### src/rtl/utf8d_pkg.sv
// ---------------------------------------------------------------------------
// UTF-8 stream decoder package
// Shared types and constants for the UTF-8 stream decoder.
// ---------------------------------------------------------------------------
package utf8d_pkg;

   localparam int CP_WIDTH = 31;

   typedef enum logic [1:0] {
      KIND_CHAR = 2'd0,
      KIND_ERR  = 2'd1,
      KIND_END  = 2'd2
   } kind_type;

   // One input word as held in the input register.
   typedef struct packed {
      logic       valid;
      logic [7:0] data;
      logic       last;
   } in_word_type;

   // One result word, without the character count.
   typedef struct packed {
      kind_type              kind;
      logic [CP_WIDTH-1:0]   code_point;
      logic                  last;
   } rsp_word_type;

   localparam logic [7:0] LEAD_MIN   = 8'hC2;
   localparam logic [7:0] LEAD_BAD   = 8'hFE;
   localparam logic [7:0] CONT_MASK  = 8'hC0;
   localparam logic [7:0] CONT_TAG   = 8'h80;

endpackage

### src/rtl/utf8d_in_stage.sv
// ---------------------------------------------------------------------------
// UTF-8 decoder input register
// Holds one byte word until the decode core consumes it.
// ---------------------------------------------------------------------------
module utf8d_in_stage
   import utf8d_pkg::*;
(
   input  logic        clock,
   input  logic        reset,
   input  logic        req_valid,
   output logic        req_stall,
   input  logic [7:0]  req_data_byte,
   input  logic        req_last_byte,
   input  logic        consume,
   output in_word_type word
);

   logic       valid_ff, valid_in;
   logic [7:0] data_ff, data_in;
   logic       last_ff, last_in;
   logic       accept;

   // The register can take a new word when empty or being emptied this cycle.
   assign req_stall = valid_ff && !consume;
   assign accept    = req_valid && !req_stall;

   always_comb begin
      valid_in = valid_ff;
      data_in  = data_ff;
      last_in  = last_ff;
      if (accept) begin
         valid_in = 1'b1;
         data_in  = req_data_byte;
         last_in  = req_last_byte;
      end else if (consume) begin
         valid_in = 1'b0;
      end
   end

   always_ff @(posedge clock) begin
      if (reset) begin
         valid_ff <= 1'b0;
      end else begin
         valid_ff <= valid_in;
      end
      data_ff <= data_in;
      last_ff <= last_in;
   end

   assign word.valid = valid_ff;
   assign word.data  = data_ff;
   assign word.last  = last_ff;

endmodule

### src/rtl/utf8d_core.sv
// ---------------------------------------------------------------------------
// UTF-8 decode core
// Sequence state, code point accumulation and result selection per byte.
// ---------------------------------------------------------------------------
module utf8d_core
   import utf8d_pkg::*;
#(
   parameter int COUNT_WIDTH = 16
)(
   input  logic                   clock,
   input  logic                   reset,
   input  in_word_type            word,
   input  logic                   go,
   output logic                   consume,
   output logic                   emit,
   output rsp_word_type           result,
   output logic [COUNT_WIDTH-1:0] count
);

   logic [2:0]             remain_ff, remain_in;
   logic [CP_WIDTH-1:0]    acc_ff, acc_in;
   logic [COUNT_WIDTH-1:0] cnt_ff, cnt_in;
   logic                   disc_ff, disc_in;
   logic                   endp_ff, endp_in;

   logic [7:0]             b;
   logic                   lb;
   logic [CP_WIDTH-1:0]    acc_next;
   logic [2:0]             remain_dec;
   logic [COUNT_WIDTH-1:0] cnt_inc;
   logic [2:0]             lead_len;
   logic [7:0]             lead_mask;

   assign b          = word.data;
   assign lb         = word.last;
   assign acc_next   = {acc_ff[CP_WIDTH-7:0], b[5:0]};
   assign remain_dec = remain_ff - 3'd1;
   assign cnt_inc    = (&cnt_ff) ? cnt_ff : cnt_ff + 1'b1;

   always_comb begin
      lead_len  = 3'd0;
      lead_mask = 8'h00;
      case (b) inside
         [8'hC2:8'hDF]: begin lead_len = 3'd2; lead_mask = 8'h1F; end
         [8'hE0:8'hEF]: begin lead_len = 3'd3; lead_mask = 8'h0F; end
         [8'hF0:8'hF7]: begin lead_len = 3'd4; lead_mask = 8'h07; end
         [8'hF8:8'hFB]: begin lead_len = 3'd5; lead_mask = 8'h03; end
         [8'hFC:8'hFD]: begin lead_len = 3'd6; lead_mask = 8'h01; end
         default:       begin lead_len = 3'd0; lead_mask = 8'h00; end
      endcase
   end

   always_comb begin
      remain_in = remain_ff;
      acc_in    = acc_ff;
      cnt_in    = cnt_ff;
      disc_in   = disc_ff;
      endp_in   = endp_ff;
      consume   = 1'b0;
      emit      = 1'b0;
      result.kind       = KIND_CHAR;
      result.code_point = '0;
      result.last       = 1'b1;
      count             = cnt_ff;

      if (endp_ff) begin
         // The byte before completed a character and ended the string.
         if (go) begin
            emit        = 1'b1;
            result.kind = KIND_END;
            remain_in = '0; acc_in = '0; cnt_in = '0; disc_in = 1'b0;
            endp_in   = 1'b0;
         end
      end else if (word.valid && go) begin
         consume = 1'b1;
         if (disc_ff) begin
            if (b == 8'h00 || lb) begin
               remain_in = '0; acc_in = '0; cnt_in = '0; disc_in = 1'b0;
            end
         end else if (b == 8'h00) begin
            emit        = 1'b1;
            result.kind = (remain_ff == 3'd0) ? KIND_END : KIND_ERR;
            remain_in = '0; acc_in = '0; cnt_in = '0; disc_in = 1'b0;
         end else if (remain_ff == 3'd0) begin
            if (!b[7]) begin
               emit              = 1'b1;
               result.code_point = {{(CP_WIDTH-8){1'b0}}, b};
               result.last       = !lb;
               count             = cnt_inc;
               cnt_in            = cnt_inc;
               endp_in           = lb;
            end else if (b < LEAD_MIN || b >= LEAD_BAD || lb) begin
               emit        = 1'b1;
               result.kind = KIND_ERR;
               remain_in = '0; acc_in = '0; cnt_in = '0; disc_in = !lb;
            end else begin
               acc_in    = {{(CP_WIDTH-8){1'b0}}, b & lead_mask};
               remain_in = lead_len - 3'd1;
            end
         end else if ((b & CONT_MASK) != CONT_TAG) begin
            emit        = 1'b1;
            result.kind = KIND_ERR;
            remain_in = '0; acc_in = '0; cnt_in = '0; disc_in = !lb;
         end else if (remain_dec == 3'd0) begin
            emit              = 1'b1;
            result.code_point = acc_next;
            result.last       = !lb;
            count             = cnt_inc;
            cnt_in            = cnt_inc;
            remain_in         = '0;
            acc_in            = '0;
            endp_in           = lb;
         end else if (lb) begin
            // The buffer ends with the sequence still open.
            emit        = 1'b1;
            result.kind = KIND_ERR;
            remain_in = '0; acc_in = '0; cnt_in = '0; disc_in = 1'b0;
         end else begin
            acc_in    = acc_next;
            remain_in = remain_dec;
         end
      end
   end

   always_ff @(posedge clock) begin
      if (reset) begin
         remain_ff <= '0;
         acc_ff    <= '0;
         cnt_ff    <= '0;
         disc_ff   <= 1'b0;
         endp_ff   <= 1'b0;
      end else begin
         remain_ff <= remain_in;
         acc_ff    <= acc_in;
         cnt_ff    <= cnt_in;
         disc_ff   <= disc_in;
         endp_ff   <= endp_in;
      end
   end

endmodule

### src/rtl/utf8d_out_stage.sv
// ---------------------------------------------------------------------------
// UTF-8 decoder result register
// Holds one result word until the receiver takes it.
// ---------------------------------------------------------------------------
module utf8d_out_stage
   import utf8d_pkg::*;
#(
   parameter int COUNT_WIDTH = 16
)(
   input  logic                   clock,
   input  logic                   reset,
   input  logic                   emit,
   input  rsp_word_type           result,
   input  logic [COUNT_WIDTH-1:0] count,
   output logic                   go,
   output logic                   rsp_valid,
   input  logic                   rsp_stall,
   output logic [1:0]             rsp_kind,
   output logic [CP_WIDTH-1:0]    rsp_code_point,
   output logic [COUNT_WIDTH-1:0] rsp_char_count,
   output logic                   rsp_last
);

   logic                   valid_ff, valid_in;
   rsp_word_type           word_ff, word_in;
   logic [COUNT_WIDTH-1:0] count_ff, count_in;

   // A new result may be loaded when the register is empty or being read.
   assign go = !valid_ff || !rsp_stall;

   always_comb begin
      valid_in = valid_ff;
      word_in  = word_ff;
      count_in = count_ff;
      if (go) begin
         valid_in = emit;
         if (emit) begin
            word_in  = result;
            count_in = count;
         end
      end
   end

   always_ff @(posedge clock) begin
      if (reset) begin
         valid_ff <= 1'b0;
      end else begin
         valid_ff <= valid_in;
      end
      word_ff  <= word_in;
      count_ff <= count_in;
   end

   assign rsp_valid      = valid_ff;
   assign rsp_kind       = word_ff.kind;
   assign rsp_code_point = word_ff.code_point;
   assign rsp_char_count = count_ff;
   assign rsp_last       = word_ff.last;

endmodule

### src/rtl/utf8_stream_decoder.sv
// ---------------------------------------------------------------------------
// UTF-8 stream decoder
// Decodes a byte stream of one- to six-byte UTF-8 sequences into code points.
//
// Input channel (req_): one byte word per handshake, with req_last_byte
// marking the final byte of a bounded buffer. Result channel (rsp_): one
// word per decoded character, error or string end, with the running count.
// A byte accepted into the input register is decoded from there; its first
// result is loaded into the result register when that is empty or being
// read, and so reaches the rsp_ ports. One byte per cycle is sustained while
// the receiver takes one result per cycle. A byte that completes a character
// and ends the string gives two results; the end word follows the character
// word; the next byte waits in the input register until the end word is loaded.
// When rsp_stall is high the result register holds, the input register
// fills, and req_stall rises until the receiver takes the pending result.
// Reset clears both registers and the decode state; words pending in them are
// dropped, none is produced, and the first byte after reset starts a new string.
// ---------------------------------------------------------------------------
module utf8_stream_decoder
   import utf8d_pkg::*;
#(
   parameter int COUNT_WIDTH = 16
)(
   input  logic                   clock,
   input  logic                   reset,
   input  logic                   req_valid,
   output logic                   req_stall,
   input  logic [7:0]             req_data_byte,
   input  logic                   req_last_byte,
   output logic                   rsp_valid,
   input  logic                   rsp_stall,
   output logic [1:0]             rsp_kind,
   output logic [CP_WIDTH-1:0]    rsp_code_point,
   output logic [COUNT_WIDTH-1:0] rsp_char_count,
   output logic                   rsp_last
);

   in_word_type            word;
   rsp_word_type           result;
   logic [COUNT_WIDTH-1:0] count;
   logic                   consume;
   logic                   emit;
   logic                   go;

   utf8d_in_stage u_in (
      .clock         (clock),
      .reset         (reset),
      .req_valid     (req_valid),
      .req_stall     (req_stall),
      .req_data_byte (req_data_byte),
      .req_last_byte (req_last_byte),
      .consume       (consume),
      .word          (word)
   );

   utf8d_core #(.COUNT_WIDTH(COUNT_WIDTH)) u_core (
      .clock   (clock),
      .reset   (reset),
      .word    (word),
      .go      (go),
      .consume (consume),
      .emit    (emit),
      .result  (result),
      .count   (count)
   );

   utf8d_out_stage #(.COUNT_WIDTH(COUNT_WIDTH)) u_out (
      .clock          (clock),
      .reset          (reset),
      .emit           (emit),
      .result         (result),
      .count          (count),
      .go             (go),
      .rsp_valid      (rsp_valid),
      .rsp_stall      (rsp_stall),
      .rsp_kind       (rsp_kind),
      .rsp_code_point (rsp_code_point),
      .rsp_char_count (rsp_char_count),
      .rsp_last       (rsp_last)
   );

endmodule

### config.mk
export PLATFORM = sky130hd
export DESIGN_NAME = utf8_stream_decoder
export DESIGN_NICKNAME = d
export VERILOG_FILES = /design/src/rtl/utf8d_pkg.sv /design/src/rtl/utf8d_in_stage.sv /design/src/rtl/utf8d_core.sv /design/src/rtl/utf8d_out_stage.sv /design/src/rtl/utf8_stream_decoder.sv
export SDC_FILE = /design/constraint.sdc
export NUM_CORES = 1
export LEC_CHECK = 0
export BUFFER_PORTS_ARGS = -buffer_cell sky130_fd_sc_hd__buf_4
export CORE_ASPECT_RATIO = 0.8
export CORE_MARGIN = 5
export CORE_UTILIZATION = 25
export CTS_CLUSTER_SIZE = 28
export DETAILED_ROUTE_END_ITERATION = 12
export PLACE_DENSITY = 0.45
export SETUP_SLACK_MARGIN = 0.5
export SLEW_MARGIN = 5
export SYNTH_ARGS = -nofsm -noshare
export SYNTH_HDL_FRONTEND = slang
export SYNTH_SLANG_ARGS = --single-unit
### constraint.sdc
create_clock -name clock -period 4.32 [get_ports clock]
set_input_delay 1.296 -clock clock [delete_from_list [all_inputs] [get_ports clock]]
set_output_delay 1.296 -clock clock [all_outputs]
set_load 0.005 [all_outputs]
==> results.ini <==
[status]
outcome=completed

[global_route]
grt_pass1_vias=3693
antenna_found_initial=0
grt_max_degree=42
grt_overflow=0
track_usage_pct=11.6
grt_pass1_wl_um=21200

[final_layout]
final_nets=536
drive_gt1_share_pct=20.7
antenna_cells=0
design_area_mm2=0.00604
final_core_util_pct=30.6
area_delta_synth_final_pct=20.5

[critical_path]
worstReg2RegStart=u_in.data_ff[4]
cp-startpoint=rsp_stall
crit_arrival_ps=2070
r2r_slack_ps=1030
cp_data_required_time_ps=3020
cp-start-kind=input pin
end_kind=output port
criticalPathCategory=in -> out
worstPathMaxFanout=4

[synthesis]
synthCells=469
yosysMostFrequentCell=edfxtp_1
ys.warnings.count=0
yosys_most_used_dff=edfxtp_1
synth_top_area_share_pct=35.4
syn_nets=487
synth_commonest_cells=59 x edfxtp_1, 48 x dfxtp_1, 40 x a21oi_1
avgSynthCellArea_um2=10.7
seq_area_frac_synth_pct=54.5
yosys-top-cells-area=edfxtp_1 35%, dfxtp_1 19%, a21oi_1 4.0%
synth_area_mm2=0.00501
yosys_register_bits=107
synth.distinct_cells=65
synth_area_leader_cell=edfxtp_1
synthArstFlopShare_pct=0
synth_edf_count=59

[floorplanning]
fp.dieArea_mm2=0.0230
fp.coreArea_mm2=0.0197
fp.dieW_um=168
initial_core_util_pct=25.4
die_h_um=137
io_pins=65
rows=46

[placement]
pre_cts_slack_ps=706
portBuffers=64
place_area_mm2=0.00572
place.gp.congestion=0.839
place_hpwl_um=9300

[timing]
report.final.setup_viol=0
maxSlewViolCount=0
timing.fmax_mhz=297
skew_ps=14.1
tightestPinTransition_ps=1030
rsz0062_at_grt=no
fin_crit_ps=3360
finalHoldViolations=0
tns_ps=0
period_share_pct=77.9
setup_ws_ps=956
maxSlewHeadroom_pct=31.3

[routing]
drt_iter0_markers=370
ant_nets=0
wl_per_cell_um=16.9
drcViolationCount=0
first_pass_iters=4
vias_per_cell=4.97
wl_um=13300
vias=3912

[clocking]
post-cts-setup-buffer-count=0
ctsHoldBuffers=0
numCtsBuffers=9
clkTransAtPathRegs_ps=80
clockBufferDepth=2
htreeDepth=3
clock_sinks=107
root_buffer=clkbuf_16
clock_latency_ps=360
cts_resized=0
cts_tree=built

[power_and_ir_drop]
pwr-share-seq_pct=52.4
irDropWorstVdd_mv=0.179
p_comb_share_pct=8.1
p_leak_nw=2.03
power_density_mw_per_mm2=360
power_mw=2.17
switching_share_pct=26.5
p_clk_share_pct=39.5
power_switching_mw=0.576
p_int_mw=1.60

[worst_hold_path]
hold_class=reg -> reg
hold_start=u_core.acc_ff[20]

[flow_run]
drv_cap=0

==> cell families after synthesis <==
| kind of cell | after synthesis | share of synthesized area, % |
|---|---|---|
| buf+inv | 44 | 4.15 |
| compound gates | 139 | 19.0 |
| fa+ha+maj | 5 | 1.25 |
| simple gates | 160 | 18.6 |
| flops | 107 | 54.5 |
| xor+xnor | 13 | 2.27 |
| mux | 1 | 0.225 |
==> cell usage in the layout, fill, tap and decap left out, types with 2 or more instances in the layout <==
master     netlist  final
edfxtp_1        59     59
a32o_1           5      5
a2111o_1         2      2
a31oi_1          6      5
a211oi_1         5      5
a221oi_2         2      2
and2_1          32     32
a311oi_2         5      5
and3_1           7      7
a311oi_1         2      2
o21a_1           2      2
o211a_1          2      2
buf_4            2     72
or2_1            2      2
nor2_1          12     12
a21boi_0         3      3
or3_1            3      3
nand4_1         27     27
nor3_1           5      5
xnor2_1         12     12
and4_1           7      7
clkinv_8         0      4
o32ai_1          2      2
nand3_1         17     17
o211ai_1         4      4
nand2_1         30     29
clkbuf_16        0      9
o21ai_0         39     39
ha_1             5      5
inv_1           10     10
dfxtp_1         48     48
o31ai_1          4      4
nor2b_1          2      2
nand2b_1         5      5
a21oi_1         40     40
==> path summary, 6_finish.rpt <==
kind	end	depth (start not counted)
setup / recovery	req_stall	5
hold / removal	u_core.acc_ff[20]	2
setup reg to reg	u_out.rsp_code_point[29]	6
hold reg to reg	u_core.acc_ff[20]	2
==> sequential cells by signal, indices dropped and copies added (netlist names), 2 cells and up <==
register / flops
u_core.cnt_ff: 16
u_out.rsp_code_point: 31
u_out.rsp_char_count: 16
u_out.rsp_kind: 2
u_in.data_ff: 8
u_core.acc_ff: 25
u_core.remain_ff: 3
==> through the flow <==
step,hold WS (ps),cells
floorplan,445,469
global placement,456,771
detailed placement,467,771
CTS,478,787
global route,505,787
finish,475,787
==> worst max-delay path: stages <==
cell and delay [ps]:
buf_4 120, a21oi_1 300, nand2b_1 170, inv_1 60, buf_4 130
==> power groups by stage <==
stage          clock network, mW  registers (mW)  logic (mW)
3_5_place_dp                   0            1.16       0.178
3_3_place_gp                   0            1.16       0.176
2_1_floorplan                  0            1.15      0.0944
5_1_grt                    0.925            1.14       0.194
4_1_cts                    0.885            1.14       0.178
6_report                   0.857            1.14       0.176
==> cell type report <==
cell class	count	area [µm²]
Fill cell	2065	13700
Sequential cell	107	2730
Multi-Input combinational cell	318	2080
Timing Repair Buffer	72	541
Tap cell	264	330
Clock buffer	9	225
Clock inverter	7	93.8
Inverter	10	37.5
==> per-layer routing <==
layer,global-route usage [%],share of wire [%]
met5,0,0
met4,3.65,1.7
met3,2.69,5.6
met2,15.9,41
met1,17.8,52
(Power assumes the default switching activity.)
